===== src/rtl/cb2cd_pkg.sv =====
// ----------------------------------------------------------------------------
// cb2cd_pkg
// shared types and constants of the alternating 2x2 block detector
// ----------------------------------------------------------------------------
package cb2cd_pkg;

    // configuration port
    localparam int CFG_IDX_W  = 1;
    localparam int CFG_DATA_W = 9;

    typedef enum logic [CFG_IDX_W-1:0] {
        REG_GRID_COLUMNS = 1'b0,
        REG_GRID_ROWS    = 1'b1
    } cfg_index_t;

    localparam logic [CFG_DATA_W-1:0] GRID_DIM_RESET = 9'd21;
    localparam logic [CFG_DATA_W-1:0] GRID_DIM_MIN   = 9'd2;
    localparam logic [CFG_DATA_W-1:0] ROW_LIMIT      = 9'd256;

    // stream payload widths
    localparam int MODULE_W = 8;
    localparam int COORD_W  = 8;
    localparam int ROW_W    = 8;

    // result as it sits in the output register
    typedef struct packed {
        logic [COORD_W-1:0] center_x;
        logic [COORD_W-1:0] center_y;
        logic               pattern_family;
    } result_t;

endpackage


===== src/rtl/cb2cd_ram.sv =====
// ----------------------------------------------------------------------------
// cb2cd_ram
// simple dual-port ram, one write port, one read port with registered read
// ----------------------------------------------------------------------------
module cb2cd_ram #(
    parameter int WIDTH = 1,
    parameter int DEPTH = 256
) (
    input  logic                     aclk,
    input  logic                     we,
    input  logic [$clog2(DEPTH)-1:0] waddr,
    input  logic [WIDTH-1:0]         wdata,
    input  logic                     re,
    input  logic [$clog2(DEPTH)-1:0] raddr,
    output logic [WIDTH-1:0]         rdata
);

    logic [WIDTH-1:0] mem [DEPTH];
    logic [WIDTH-1:0] rdata_reg;

    always_ff @(posedge aclk) begin
        if (we) begin
            mem[waddr] <= wdata;
        end
        if (re) begin
            rdata_reg <= mem[raddr];
        end
    end

    assign rdata = rdata_reg;

endmodule


===== src/rtl/checkerboard_2x2_corner_detect.sv =====
// ----------------------------------------------------------------------------
// checkerboard_2x2_corner_detect
// finds alternating 2x2 module blocks in a raster-ordered module grid
// ----------------------------------------------------------------------------
// Modules of a grid enter one per transfer on the s_ channel in raster order;
// a nonzero byte counts as a dark module. The block takes one module every
// clock cycle unless the input stalls as below. The bit row above is held in
// a line buffer ram with a registered read: the read is issued when a module
// is accepted and the window is evaluated in the next cycle, from stage 1;
// the new bit is written back at the same column when stage 1 moves on. A
// result is loaded into the output register as its module leaves stage 1.
// The input keeps flowing while a result waits to be taken, until a second
// match finds the output register still full; then the module holding that
// match and the input stall until the waiting result is taken.
// One result is sent for every window whose bits alternate: center_x/center_y
// give the window's top-left column and row plus one, pattern_family is 0 for
// [1 0; 0 1] and 1 for [0 1; 1 0]. Row 0 and column 0 never produce a result.
// After the last module of a grid both counters wrap. grid_columns is clamped
// to [2, MAX_COLUMNS] and grid_rows to [2, 256]; write them only while the
// block is idle. The line buffer has no reset and needs no clearing pass.
// ----------------------------------------------------------------------------
module checkerboard_2x2_corner_detect #(
    parameter int MAX_COLUMNS = 256
) (
    input  logic                                aclk,
    input  logic                                aresetn,
    // configuration writes
    input  logic                                cfg_we,
    input  logic [cb2cd_pkg::CFG_IDX_W-1:0]     cfg_index,
    input  logic [cb2cd_pkg::CFG_DATA_W-1:0]    cfg_wdata,
    // module stream
    input  logic                                s_tvalid,
    output logic                                s_tready,
    input  logic [7:0]                          s_tdata,   // [7:0] module_value
    // result stream
    output logic                                m_tvalid,
    input  logic                                m_tready,
    output logic [15:0]                         m_tdata,   // [7:0] center_x, [15:8] center_y
    output logic [0:0]                          m_tuser    // [0] pattern_family
);

    import cb2cd_pkg::*;

    localparam int COL_W = $clog2(MAX_COLUMNS);
    localparam int LIM_W = $clog2(MAX_COLUMNS + 1);
    localparam int EXT_W = (LIM_W > CFG_DATA_W) ? LIM_W : CFG_DATA_W;

    // configuration registers
    logic [CFG_DATA_W-1:0] grid_columns_reg;
    logic [CFG_DATA_W-1:0] grid_rows_reg;

    always_ff @(posedge aclk) begin
        if (!aresetn) begin
            grid_columns_reg <= GRID_DIM_RESET;
            grid_rows_reg    <= GRID_DIM_RESET;
        end else if (cfg_we) begin
            case (cfg_index_t'(cfg_index))
                REG_GRID_COLUMNS: grid_columns_reg <= cfg_wdata;
                REG_GRID_ROWS:    grid_rows_reg    <= cfg_wdata;
                default:          ;
            endcase
        end
    end

    // clamped grid size
    logic [EXT_W-1:0]      cols_ext;
    logic [EXT_W-1:0]      cols_eff;
    logic [CFG_DATA_W-1:0] rows_eff;

    always_comb begin
        cols_ext = EXT_W'(grid_columns_reg);
        if (cols_ext < EXT_W'(GRID_DIM_MIN)) begin
            cols_eff = EXT_W'(GRID_DIM_MIN);
        end else if (cols_ext > EXT_W'(MAX_COLUMNS)) begin
            cols_eff = EXT_W'(MAX_COLUMNS);
        end else begin
            cols_eff = cols_ext;
        end

        if (grid_rows_reg < GRID_DIM_MIN) begin
            rows_eff = GRID_DIM_MIN;
        end else if (grid_rows_reg > ROW_LIMIT) begin
            rows_eff = ROW_LIMIT;
        end else begin
            rows_eff = grid_rows_reg;
        end
    end

    // handshake control
    logic s_xfer;
    logic m_xfer;
    logic out_free;
    logic st1_go;
    logic st1_match;

    // raster position of the next module
    logic [COL_W-1:0] col_reg, col_next;
    logic [ROW_W-1:0] row_reg, row_next;
    logic             col_wrap;

    assign col_wrap = (EXT_W'(col_reg) + EXT_W'(1)) >= cols_eff;

    always_comb begin
        col_next = col_reg;
        row_next = row_reg;
        if (s_xfer) begin
            if (col_wrap) begin
                col_next = '0;
                if ((CFG_DATA_W'(row_reg) + CFG_DATA_W'(1)) >= rows_eff) begin
                    row_next = '0;
                end else begin
                    row_next = row_reg + ROW_W'(1);
                end
            end else begin
                col_next = col_reg + COL_W'(1);
            end
        end
    end

    always_ff @(posedge aclk) begin
        if (!aresetn) begin
            col_reg <= '0;
            row_reg <= '0;
        end else begin
            col_reg <= col_next;
            row_reg <= row_next;
        end
    end

    // stage 1: module waiting for its line buffer read
    logic             st1_valid_reg, st1_valid_next;
    logic             st1_bit_reg;
    logic [COL_W-1:0] st1_col_reg;
    logic [ROW_W-1:0] st1_row_reg;

    always_comb begin
        st1_valid_next = st1_valid_reg;
        if (s_xfer) begin
            st1_valid_next = 1'b1;
        end else if (st1_go) begin
            st1_valid_next = 1'b0;
        end
    end

    always_ff @(posedge aclk) begin
        if (!aresetn) begin
            st1_valid_reg <= 1'b0;
        end else begin
            st1_valid_reg <= st1_valid_next;
        end
    end

    // payload of stage 1, no reset
    always_ff @(posedge aclk) begin
        if (s_xfer) begin
            st1_bit_reg <= (s_tdata != '0);
            st1_col_reg <= col_reg;
            st1_row_reg <= row_reg;
        end
    end

    // line buffer: read at accept, written back when stage 1 moves on.
    // consecutive modules always sit in different columns, and a column is
    // read again only after its previous write has landed, so no forwarding
    logic             ram_we;
    logic             ram_re;
    logic [COL_W-1:0] ram_waddr;
    logic [COL_W-1:0] ram_raddr;
    logic             above_bit;

    assign ram_we    = st1_go;
    assign ram_waddr = st1_col_reg;
    assign ram_re    = s_xfer;
    assign ram_raddr = col_reg;

    cb2cd_ram #(
        .WIDTH (1),
        .DEPTH (MAX_COLUMNS)
    ) u_line_buf (
        .aclk  (aclk),
        .we    (ram_we),
        .waddr (ram_waddr),
        .wdata (st1_bit_reg),
        .re    (ram_re),
        .raddr (ram_raddr),
        .rdata (above_bit)
    );

    // left column of the 2x2 window
    logic upper_left_reg;
    logic lower_left_reg;

    always_ff @(posedge aclk) begin
        if (!aresetn) begin
            upper_left_reg <= 1'b0;
            lower_left_reg <= 1'b0;
        end else if (st1_go) begin
            upper_left_reg <= above_bit;
            lower_left_reg <= st1_bit_reg;
        end
    end

    // alternating window: diagonals equal, neighbors differ
    assign st1_match = st1_valid_reg
                    && (st1_row_reg != '0)
                    && (st1_col_reg != '0)
                    && (upper_left_reg == st1_bit_reg)
                    && (above_bit == lower_left_reg)
                    && (upper_left_reg != above_bit);

    // output register
    logic    m_valid_reg, m_valid_next;
    result_t m_result_reg;
    logic    out_load;

    assign out_free = !m_valid_reg || m_tready;
    assign st1_go   = st1_valid_reg && (!st1_match || out_free);
    assign out_load = st1_match && out_free;
    assign s_tready = !st1_valid_reg || st1_go;
    assign s_xfer   = s_tvalid && s_tready;
    assign m_xfer   = m_valid_reg && m_tready;

    always_comb begin
        m_valid_next = m_valid_reg;
        if (out_load) begin
            m_valid_next = 1'b1;
        end else if (m_xfer) begin
            m_valid_next = 1'b0;
        end
    end

    always_ff @(posedge aclk) begin
        if (!aresetn) begin
            m_valid_reg <= 1'b0;
        end else begin
            m_valid_reg <= m_valid_next;
        end
    end

    always_ff @(posedge aclk) begin
        if (out_load) begin
            m_result_reg.center_x       <= COORD_W'(st1_col_reg);
            m_result_reg.center_y       <= st1_row_reg;
            m_result_reg.pattern_family <= !upper_left_reg;
        end
    end

    assign m_tvalid   = m_valid_reg;
    assign m_tdata    = {m_result_reg.center_y, m_result_reg.center_x};
    assign m_tuser[0] = m_result_reg.pattern_family;

    // checks

    // an accepted module always lands in stage 1
    a_accept_fills_st1: assert property (@(posedge aclk) disable iff (!aresetn)
        s_xfer |=> st1_valid_reg)
        else $error("accepted module missing from stage 1");

    // a stalled stage 1 keeps its module
    a_st1_holds: assert property (@(posedge aclk) disable iff (!aresetn)
        (st1_valid_reg && !st1_go) |=> (st1_valid_reg && $stable(st1_col_reg)
                                        && $stable(st1_bit_reg)))
        else $error("stage 1 changed while stalled");

    // line buffer read never collides with the write-back of the same column
    a_no_rw_collision: assert property (@(posedge aclk) disable iff (!aresetn)
        (ram_we && ram_re) |-> (ram_waddr != ram_raddr))
        else $error("line buffer read and write hit the same column");

endmodule


===== config.mk =====
export PLATFORM = sky130hd
export DESIGN_NAME = checkerboard_2x2_corner_detect
export DESIGN_NICKNAME = d
export VERILOG_FILES = /design/src/rtl/cb2cd_pkg.sv /design/src/rtl/cb2cd_ram.sv /design/src/rtl/checkerboard_2x2_corner_detect.sv
export SDC_FILE = /design/constraint.sdc
export NUM_CORES = 1
export LEC_CHECK = 0
export BUFFER_PORTS_ARGS = -buffer_cell sky130_fd_sc_hd__buf_2
export CORE_UTILIZATION = 57
export CTS_CLUSTER_DIAMETER = 200
export DETAILED_ROUTE_END_ITERATION = 10
export PLACE_DENSITY = 0.74
export SLEW_MARGIN = 30
export SYNTH_ARGS = -nofsm -noshare
export SYNTH_HDL_FRONTEND = slang
export SYNTH_SLANG_ARGS = --single-unit

===== constraint.sdc =====
create_clock -name aclk -period 5.8 [get_ports aclk]
set_input_delay 0.58 -clock aclk [delete_from_list [all_inputs] [get_ports aclk]]
set_output_delay 0.58 -clock aclk [all_outputs]
set_load 0.005 [all_outputs]

== Word level (Yosys, flattened, before mapping) ==
Memories as Yosys holds them, arrays and structs flattened. A register that Yosys moved wholly into a read port is not among the register bits.
Cells that the tools add are included.

* Output and inout port bits: 19
* Logic and storage cells: 65
* Memories kept: 1
* Register bits after elaboration: 72
* Bits in writable memories: 256

{| class="wikitable"
|+ Memories
! name !! depth !! width !! rd ports !! clocked after Yosys merged registers in !! write ports !! line !! RTL
|-
| u_line_buf.mem || 256 || 1 || 1 || 1 || 1 || cb2cd_ram.sv:18 || <nowiki>logic [WIDTH-1:0] mem [DEPTH];</nowiki>
|}

* Magnitude comparators: 6
* Bitwise operators: 1
* Multiplexer cells: 12
* $add $sub $neg: 4
* Equality and inequality tests: 3
* Reduce and logical (&&, ||, !) cells: 24

{| class="wikitable"
|+ Operators with widths
! operator !! count
|-
| 9-bit 2-to-1 mux || 4
|-
| 8-bit nonzero test || 3
|-
| 8-bit by 1-bit adder with 9-bit output, second input constant || 2
|-
| 9-bit >= comparator || 2
|-
| 9-bit greater-than comparator, second input constant || 2
|-
| 9-bit by 2-bit less-than comparator with 1-bit output, second input constant || 2
|-
| 8-bit by 1-bit adder with 8-bit output, second input constant || 2
|-
| 8-bit 2-to-1 mux || 2
|-
| 1-bit logical AND || 9
|-
| 1-bit 2-to-1 mux || 6
|-
| 2-bit AND reduction || 3
|-
| 1-bit zero test || 4
|-
| 2-bit nonzero test || 2
|-
| 1-bit logical OR || 3
|-
| 1-bit == test || 2
|-
| 1-bit inequality test || 1
|-
| 1-bit inverter || 1
|}

== Logic depth before layout (Yosys ltp) ==
Gate-level depths: netlist of run 1.

* Depth in word-level cells: 12
* Gate-level depth with buffers: 15
* Depth with buffers taken out: 11

== Cells and area by module ==
A second synthesis of run 1 with hierarchy kept.

* Cells, all modules: 1,122
* Area total of the unflattened synthesis: 14,525.2 um2

{| class="wikitable"
|+ By module, submodules not included
! module !! instances !! seq. area each (um2) !! area an instance (um2) !! cells each
|-
| cb2cd_ram || 1 || 7,717.4 || 11,138.2 || 788
|-
| checkerboard_2x2_corner_detect || 1 || 1,781.7 || 3,387.0 || 334
|}

== Worst setup path before layout of run 1 ==
Ideal clock, no wire load.

* Path type: reg2reg
* From: register st1_bit_reg
* To: register m_result_reg (netlist bit m_tdata[0]) (enable)
* Setup time: 390 ps
* Data arrival time: 4,826 ps
* Path buffers: 0
* Stages on the path, launching flop included: 5
* Path slack: 584 ps
* Clock period less this slack: 5,216 ps
* Cell sequence: edfxtp_1 -> nor4bb_1 -> a2bb2oi_1 -> o211ai_1 -> nor2_1

* Cells in the longest elaborated chain, start to end: 5

{| class="wikitable"
|+ RTL lines
! element !! line !! RTL
|-
| from (decl) || checkerboard_2x2_corner_detect.sv:132 || <nowiki>logic st1_bit_reg;</nowiki>
|-
| from (signal assigned) || checkerboard_2x2_corner_detect.sv:156 || <nowiki>st1_bit_reg <= (s_tdata != '0);</nowiki>
|-
| 1-bit == test || checkerboard_2x2_corner_detect.sv:207 || <nowiki>&& (upper_left_reg == st1_bit_reg)</nowiki>
|-
| 1-bit logical AND || checkerboard_2x2_corner_detect.sv:207 ||
|-
| 1-bit logical AND || checkerboard_2x2_corner_detect.sv:208 || <nowiki>&& (above_bit == lower_left_reg)</nowiki>
|-
| 1-bit logical AND || checkerboard_2x2_corner_detect.sv:209 || <nowiki>&& (upper_left_reg != above_bit);</nowiki>
|-
| 1-bit logical AND || checkerboard_2x2_corner_detect.sv:218 || <nowiki>assign out_load = st1_match && out_free;</nowiki>
|-
| to (decl) || checkerboard_2x2_corner_detect.sv:213 || <nowiki>result_t m_result_reg;</nowiki>
|}

No other way between the ends.
A chain may end at the register's enable or synchronous reset.

==> results of run 1 <==
[layer usage]
layer,up-vias,routed length (µm),track usage,part of all wire
met2,371,15000,0.401,0.49
li1,4027,-,-,-
met4,0,655,0.0699,0.021
met5,-,0,0,0
met1,4368,12800,0.339,0.41
met3,45,2460,0.0442,0.079
[synth_stat cells, types with 6 or more instances]
master    number  area share
edfxtp_1     291        0.60
nor2_1       251       0.065
nand2_1       83       0.021
mux4_2        52       0.080
dfxtp_1       38       0.052
clkbuf_1      36      0.0093
nor2_2        29       0.012
mux2i_1       27       0.019
nand3_1       22      0.0076
buf_2         21      0.0072
a22oi_1       20       0.010
ha_1          20       0.017
a21boi_0      16      0.0082
nor2b_1       14      0.0060
nand2_2       13      0.0056
inv_1         12      0.0031
a21oi_1       11      0.0038
nand4_1       11      0.0047
o22ai_1       11      0.0047
xnor2_1       11      0.0066
o21ai_0        8      0.0027
xor2_1         8      0.0048
a211oi_1       7      0.0036
a21o_1         7      0.0036
nand2b_1       7      0.0030
o211ai_1       7      0.0036
buf_6          6      0.0046
[power breakdown]
| part | switching (mW) | total [mW] | internal (mW) |
|---|---|---|---|
| Sequential | 0.0421 | 2.64 | 2.60 |
| Combinational | 0.149 | 0.264 | 0.115 |
| Clock | 0.885 | 2.16 | 1.28 |
| Total | 1.08 | 5.07 | 3.99 |
[final cells by class]
type,count,area share
repair buffers,45,0.0152
inverters,15,0.00352
clock buffers,42,0.0583
well taps,330,0.0258
multi-input cells,681,0.293
flip-flops and latches,329,0.594
clock inverters,18,0.0108
[worst max-delay path: stages, from the launching register on]
cell and delay (ns):
dfxtp_4 0.67, buf_4 0.69, mux4_2 0.59, a22oi_1 0.26
nand2_1 0.09, nor4_1 0.28, o311ai_0 0.32, o311a_1 0.24
[stage by stage]
step	util	setup WS (ns)
after floorplan	-	0.584
after global placement	0.593	2.30
after detailed placement	0.593	2.29
after CTS	0.637	2.26
after global routing	0.638	2.03
final	0.638	2.39
[cells by family (layout without fill, tap and decap cells)]
| group | Yosys count | in the layout | share of synthesized area |
|---|---|---|---|
| AOI/OAI and AO/OA | 101 | 101 | 0.0492 |
| xor gates and xnor gates | 19 | 19 | 0.0114 |
| and+or+nand+nor | 462 | 462 | 0.145 |
| adders and majority gates | 20 | 20 | 0.0172 |
| DFF | 329 | 329 | 0.652 |
| muxes | 79 | 79 | 0.0990 |
| buffers and inverters | 81 | 120 | 0.0263 |
[path summary, 6_finish.rpt]
| kind | start | slack (ns) | endpoint |
|---|---|---|---|
| hold reg to reg | st1_row_reg[5]$_DFFE_PP_ | 0.44 | m_tdata[13]$_DFFE_PP_ |
| hold / removal | cfg_wdata[0] | 0.31 | cols_ext[0]$_SDFFE_PN1P_ |
| setup / recovery | col_reg[0]$_SDFFE_PN0P_ | 2.39 | u_line_buf.rdata$_DFFE_PP_ |
| setup reg to reg | col_reg[0]$_SDFFE_PN0P_ | 2.39 | u_line_buf.rdata$_DFFE_PP_ |
==> impl_metrics.toml, run 1 <==
[outcome]
status = "completed"

[finish]
layout_commonest_cell = "edfxtp_1"
nets = 1150
regMostFlops = "u_line_buf.mem"
area_growth_pct = 9.95
multi_input_area_um2 = 4690
largest_reg_flops = 256
ff_latch_area_um2 = 9510
drive_gt1_frac = 0.179
fin_cells = 1460
stdcell_area_um2 = 16000
fillers = 1869
layout_common_cells = "291 x edfxtp_1, 250 x nor2_1, 83 x nand2_1"
diodes = 0

[timing]
rsz0062_at_grt = "false"
clock.fmax_mhz = 293
hold_ws_ns = 0.314
timing.slew.headroom = 0.403
setup_viol_count_final = 0
finClkSkew_ns = 0.0230
finalHoldViolCount = 0
tightest_slew_ns = 0.895
slew_violations = 0
final.min_clock_period_ns = 3.41
fin_crit_sh = 0.588
fin_tns_setup_ns = 0

[clocking]
insertion_delay_ns = 0.52
h-tree-depth = 2
cts_buffers = 35
clockBufferDepth = 3
root_buffer = "clkbuf_16"
clock_sinks = 329
cts_setup_buffers = 0
cts_tree = "done"
cts_hold_buf = 0
clkTransAtPathRegs_ns = 0.06
cts_resized = 0

[critical_path]
crit_arrival_ns = 3.68
setup.worst_path.class = "flop to flop"
rr_worst_depth = 7
crit_path_start_kind = "flop"
critPathRequiredTime_ns = 6.07
path_max_fanout = 34
end_kind = "flop"

[place]
dpl_cell_area_um2 = 14900
dp_hpwl_um = 18600
numPortBuffers = 41
gp_congestion = 0.835
place_inst = 1400

[global_routing]
grt_pass1_wl_um = 48500
grt_pass1_vias = 8666
grt.overflow.total = 0
grt_max_degree = 144
antenna_found_initial = 0
track_usage = 0.245

[routing]
ant_nets = 0
vias_per_cell = 6.03
vias = 8811
route.detailed.drc = 0
wl_per_cell_um = 21.2
first_pass_iters = 5
drt-total-wl_um = 30900
drtIter0Drc = 944

[floorplan]
ioPinCount = 42
start_util = 0.580
die_y_um = 162
die_w_um = 162
rows = 58
core_area_um2 = 25100
die_area_um2 = 26200

[synth]
yosys_most_used_dff = "edfxtp_1"
synth_nets = 1134
yosysWarnings = 0
ys_seq_area_frac = 0.652
syn-cell-area_um2 = 14600
synth_cells = 1091
synthDistinctLibCells = 56
ys_ff_latch = 329
synth_edf_count = 291
async_flop_share = 0
synth.avg_cell_area_um2 = 13.3

[worst_hold_path]
hold_depth = 3
hp-class = "input pin to flop"

[power]
vdd_ir_drop_max_mv = 0.274
p_per_area_nw_per_um2 = 316
p_total_mw = 5.07
p_leak_nw = 5.02

[job]
maxCapViolations = 0
No activity file was read; power rests on OpenSTA's default activity.
==> inputs of run 2 (changes only) <==
--- a/config.mk
+++ b/config.mk
@@ -6,10 +6,10 @@
 export NUM_CORES = 1
 export LEC_CHECK = 0
 export BUFFER_PORTS_ARGS = -buffer_cell sky130_fd_sc_hd__buf_2
-export CORE_UTILIZATION = 57
+export CORE_UTILIZATION = 56
 export CTS_CLUSTER_DIAMETER = 200
 export DETAILED_ROUTE_END_ITERATION = 10
-export PLACE_DENSITY = 0.74
+export PLACE_DENSITY = 0.76
 export SLEW_MARGIN = 30
 export SYNTH_ARGS = -nofsm -noshare
 export SYNTH_HDL_FRONTEND = slang
==> constraint.sdc (replaced) <==
create_clock -name aclk -period 2.75 [get_ports aclk]
set_input_delay 0.275 -clock aclk [delete_from_list [all_inputs] [get_ports aclk]]
set_output_delay 0.275 -clock aclk [all_outputs]
set_load 0.005 [all_outputs]
==> run 2 against run 1 <==
  * Largest cell class unchanged
  * Hold slack lost 0.29 ns
  * Critical path type unchanged
  * Count of clock-buffer cells in the layout shrank 3
  * Via count grew 3.5%
  * Critical path depth grew 5
  * Largest power group unchanged
  * Die area grew 1.8%
==> impl_metrics.toml, run 2 (synthesis results as in run 1) <==
[critical_path]
critPathRequiredTime_ns = 3.19
crit_arrival_ns = 3.13
setup.worst_path.class = "flop to flop"
rr_worst_depth = 12
path_max_fanout = 6
reg2reg_slack_ns = 0.06
r2r_start = "cols_ext[5]$_SDFFE_PN0P_"
r2r_end = "row_reg[2]$_SDFFE_PN0P_"
crit_path_start_kind = "flop"
end_kind = "flop"

[timing]
timing.slew.headroom = 0.351
fin_crit_sh = 0.977
final.min_clock_period_ns = 2.69
fin_ws_ns = 0.0642
setup_viol_count_final = 0
finClkSkew_ns = 0.0188
tightest_slew_ns = 0.974
slew_violations = 0
rsz0062_at_grt = "true"
clock.fmax_mhz = 372
finalHoldViolCount = 0

[global_routing]
grt_max_degree = 258
grt.overflow.total = 0
grt_pass1_wl_um = 49100
track_usage = 0.246
antenna_found_initial = 0
grt_pass1_vias = 8958

[floorplan]
start_util = 0.575
ioPinCount = 42
rows = 58
die_w_um = 163
die_area_um2 = 26700
core_area_um2 = 25300
die_y_um = 163

[routing]
vias = 9123
wl_per_cell_um = 21.0
drtIter0Drc = 944
ant_nets = 0
drt-total-wl_um = 32100
first_pass_iters = 5
vias_per_cell = 5.96
route.detailed.drc = 0

[job]
maxCapViolations = 0

[place]
dp_hpwl_um = 19700
pre_cts_slack_ns = -0.260
numPortBuffers = 41
gp_congestion = 0.842

[clocking]
clock_sinks = 329
cts_setup_buffers = 0
clockBufferDepth = 3
insertion_delay_ns = 0.53
root_buffer = "clkbuf_16"
cts_tree = "done"
clkTransAtPathRegs_ns = 0.06
h-tree-depth = 2
cts_buffers = 35

[finish]
largest_reg_flops = 256
fillers = 1771
drive_gt1_frac = 0.320
layout_commonest_cell = "edfxtp_1"
nets = 1216
layout_common_cells = "291 x edfxtp_1, 145 x nor2_1, 134 x nor2_2"
regMostFlops = "u_line_buf.mem"
multi_input_area_um2 = 5030
area_growth_pct = 16.7
ff_latch_area_um2 = 9510

[worst_hold_path]
hp-class = "input pin to flop"
hold_depth = 3
min_from = "s_tvalid"
min_to = "st1_valid_reg$_SDFFE_PN0P_"

[power]
p_leak_nw = 5.41
p_total_mw = 10.8
p_per_area_nw_per_um2 = 638
vdd_ir_drop_max_mv = 0.518

[outcome]
status = "completed"
-- run 2: power by group --
group	leakage, nW	internal (mW)	switching [mW]
Combinational	1.90	0.300	0.405
Sequential	2.95	5.47	0.0339
Clock	0.552	2.72	1.90
Total	5.41	8.50	2.34
-- run 2: repair_timing --
item / 4_1_cts / 5_1_grt
hold buffers: 3 / 0
pin swaps: 0 / 9
gates cloned: 0 / 0
resized for setup: 2 / 24
endpoints found under the hold margin: 4 / 0
setup endpoints to repair: 8 / 17
-- run 2: cell type report --
type,count,area share
flip-flops and latches,329,0.559
multi-input cells,681,0.296
clock buffers,39,0.0524
repair buffers,111,0.0509
well taps,330,0.0243
clock inverters,24,0.0134
inverters,15,0.00331
diodes,1,0.000147
-- run 2: worst max-delay path: stages, from the launching register on --
cell      delay [ns]
dfxtp_1         0.31
or4_4           0.55
nor3_4          0.19
a21oi_2         0.07
ha_1            0.27
nand2b_4        0.13
a21o_1          0.16
a21o_1          0.18
a21oi_4         0.17
o31a_1          0.20
o21ai_2         0.09
buf_6           0.16
o211ai_1        0.14
-- run 2: how the worst max path moves through the flow --
stage	startpoint	end	slack (ns)	cells after the start
after detailed placement	cols_ext[2]$_SDFFE_PN1P_	row_reg[5]$_SDFFE_PN0P_	-0.26	11
after global placement	cols_ext[2]$_SDFFE_PN1P_	row_reg[6]$_SDFFE_PN0P_	-0.16	11
after global routing	cols_ext[5]$_SDFFE_PN0P_	col_reg[1]$_SDFFE_PN0P_	-0.05	12
after CTS	cols_ext[2]$_SDFFE_PN1P_	row_reg[5]$_SDFFE_PN0P_	-0.005	11
final	cols_ext[5]$_SDFFE_PN0P_	row_reg[2]$_SDFFE_PN0P_	0.06	12
after floorplan	st1_bit_reg$_DFFE_PP_	u_line_buf.mem[222]$_DFFE_PP_	-2.27	8
-- run 2: metrics by stage --
step,TNS (ns),hold slack [ns],instances,util,instance area (µm²)
after floorplan,-1025.12,0.399,1091,-,14900
after global placement,-0.591,0.432,1463,0.621,15700
after detailed placement,-1.08,0.437,1463,0.621,15700
after CTS,-0.00471,0.0144,1529,0.667,16900
after global routing,-0.588,0.0324,1529,0.671,17000
final,0,0.0225,1530,0.671,17000
-- run 2: routing by layer --
metal  part of all wire  track usage
met1               0.40        0.325
met2               0.50        0.413
met3              0.075       0.0472
met4              0.019       0.0731
met5                  0            0
==> inputs of run 3 (changes only) <==
--- a/config.mk
+++ b/config.mk
@@ -10,6 +10,8 @@
 export CTS_CLUSTER_DIAMETER = 200
 export DETAILED_ROUTE_END_ITERATION = 10
 export PLACE_DENSITY = 0.76
+export RECOVER_POWER = 100
+export SETUP_SLACK_MARGIN = 0.3
 export SLEW_MARGIN = 30
 export SYNTH_ARGS = -nofsm -noshare
 export SYNTH_HDL_FRONTEND = slang
==> run 3 against run 2 <==
  * The run now ends with capacitance limit, slew limit left
  * Combinational power up 7.8%
  * Die area unchanged
  * Critical path depth up 1
==> impl_metrics.toml, run 3 (synthesis results as in run 1) <==
[global_routing]
grtUsageMet2 = 0.417
grt_max_degree = 258
use_met3 = 0.0536
gr-max-usage-layer = "met2"
grt_pass1_wl_um = 50300
track_usage = 0.252
use_met1 = 0.329
grt_pass1_vias = 9208
grt.overflow.total = 0
antenna_found_initial = 0

[worst_hold_path]
hp-class = "input pin to flop"
min_to = "grid_rows_reg[8]$_SDFFE_PN0P_"
min_from = "cfg_wdata[8]"
hold_depth = 3

[finish]
diodes = 0
layout_commonest_cell = "edfxtp_1"
regMostFlops = "u_line_buf.mem"
area_growth_pct = 16.1
largest_reg_flops = 256
layout_common_cells = "291 x edfxtp_1, 233 x nor2_1, 87 x nand2_1"
stdcell_area_um2 = 16900
nets = 1234
drive_gt1_frac = 0.243

[clocking]
cts_tree = "done"
clock_sinks = 329
clockBufferDepth = 3
cts_buffers = 35
h-tree-depth = 2
root_buffer = "clkbuf_16"
insertion_delay_ns = 0.53
clkTransAtPathRegs_ns = 0.06

[critical_path]
setup.worst_path.class = "flop to flop"
reg2reg_slack_ns = 0.08
r2r_start = "cols_ext[2]$_SDFFE_PN1P_"
crit_arrival_ns = 3.06
path_cells = "or4_4 -> nor3_4 -> a21oi_1 -> ha_1 -> nand2b_4 -> a21o_1 -> a21o_1 -> a21oi_2 -> buf_4 -> o31ai_4 -> buf_4 -> nand4_1 -> o211ai_1"
path_max_fanout = 3
critPathMaxStageDelay_ns = 0.55
end_kind = "flop"
critical_path.top_delay_family = "simple AND/OR/NAND/NOR gates"
cp_slowest_cell = "or4_4"
r2r_end = "row_reg[5]$_SDFFE_PN0P_"
rr_worst_depth = 13
crit_path_start_kind = "flop"
critPathRequiredTime_ns = 3.14
critPathBufInv = 2

[timing]
setup_viol_count_final = 0
finClkSkew_ns = 0.0178
fin_crit_sh = 0.969
fin_tns_setup_ns = 0
slew_violations = 258
finalHoldViolCount = 0
clock.fmax_mhz = 375
final.min_clock_period_ns = 2.67
timing.slew.headroom = -0.111
rsz0062_at_grt = "true"
tightest_slew_ns = 1.67

[routing]
ant_nets = 0
drtIter0Drc = 926
drt-total-wl_um = 32900
vias_per_cell = 5.99
route.detailed.drc = 0
vias = 9269
first_pass_iters = 7
wl_per_cell_um = 21.3

[place]
dp_hpwl_um = 19700
dpl_cell_area_um2 = 15700
numPortBuffers = 41
gp_congestion = 0.842

[outcome]
failed_checks = "capacitance limit, slew limit"
status = "finished with violations"

[floorplan]
start_util = 0.575
rows = 58
die_area_um2 = 26700
die_w_um = 163
core_area_um2 = 25300
die_y_um = 163
ioPinCount = 42

[power]
p_per_area_nw_per_um2 = 645
p_total_mw = 10.9
p_leak_nw = 5.47
vdd_ir_drop_max_mv = 0.510

[job]
maxCapViolations = 1
[run 3: changes by cell type in the layout (fill, tap and decap cells not counted), moves of 6 or more]
cell	previous run	this run
buf_2	41	30
buf_4	56	40
clkbuf_1	4	30
clkbuf_2	0	10
clkbuf_4	0	6
nand2_2	13	3
nand2_4	1	7
nor2_1	145	233
nor2_2	134	46
[run 3: worst reg2reg max path: cells and delay by family, from the launching register on]
family / cells / cell delay, ns
AO/OA/AOI/OAI: 6 / 0.77
adder cells (fa/ha/maj): 1 / 0.27
buffers and inverters: 2 / 0.30
flip-flops: 1 / 0.31
AND/OR/NAND/NOR: 4 / 0.89
[run 3: area by class of cell]
type                    instances  area [µm²]
flip-flops and latches        329        9510
fillers                      1810        8410
multi-input cells             681        4880
repair buffers                129         933
clock buffers                  39         891
well taps                     330         413
clock inverters                24         228
inverters                      15        56.3
[run 3: how the worst max path moves through the flow]
| stage | cells after the start | endpoint | slack (ns) | startpoint |
|---|---|---|---|---|
| detailed placement | 11 | row_reg[5]$_SDFFE_PN0P_ | -0.26 | cols_ext[2]$_SDFFE_PN1P_ |
| global placement | 11 | row_reg[6]$_SDFFE_PN0P_ | -0.16 | cols_ext[2]$_SDFFE_PN1P_ |
| floorplan | 8 | u_line_buf.mem[222]$_DFFE_PP_ | -2.27 | st1_bit_reg$_DFFE_PP_ |
| finish | 13 | row_reg[5]$_SDFFE_PN0P_ | 0.08 | cols_ext[2]$_SDFFE_PN1P_ |
| global route | 13 | row_reg[6]$_SDFFE_PN0P_ | 0.008 | cols_ext[2]$_SDFFE_PN1P_ |
| CTS | 13 | row_reg[5]$_SDFFE_PN0P_ | 0.12 | cols_ext[2]$_SDFFE_PN1P_ |
[run 3: stage by stage]
| stage | hold slack [ns] | utilization | worst slack, ns | std cells |
|---|---|---|---|---|
| final | 0.0260 | 0.668 | 0.0847 | 1547 |
| after global routing | 0.0324 | 0.668 | 0.00826 | 1547 |
| after CTS | 0.0143 | 0.681 | 0.119 | 1544 |
| after detailed placement | 0.437 | 0.621 | -0.260 | 1463 |
| after global placement | 0.432 | 0.621 | -0.164 | 1463 |
| after floorplan | 0.399 | - | -2.27 | 1091 |
[run 3: power breakdown]
group | internal, mW | switching, mW | total [mW] | leakage [nW]
logic | 0.342 | 0.418 | 0.760 | 1.97
registers | 5.48 | 0.0361 | 5.51 | 2.95
clock network | 2.72 | 1.91 | 4.64 | 0.552
[run 3: routing by layer]
metal	vias to the layer above	wire [µm]
li1	4194	-
met1	4645	13300
met2	362	16200
met3	68	2600
met4	0	794
met5	-	0
[run 3: repair_timing]
action / 4_1_cts / 5_1_grt
buffers inserted: 13 / 3
hold buffers: 3 / 0
gates resized for setup: 38 / 37
endpoints found under the setup margin: 103 / 200
hold endpoints to repair: 4 / 0
cloned: 2 / 0
pin swaps: 15 / 6
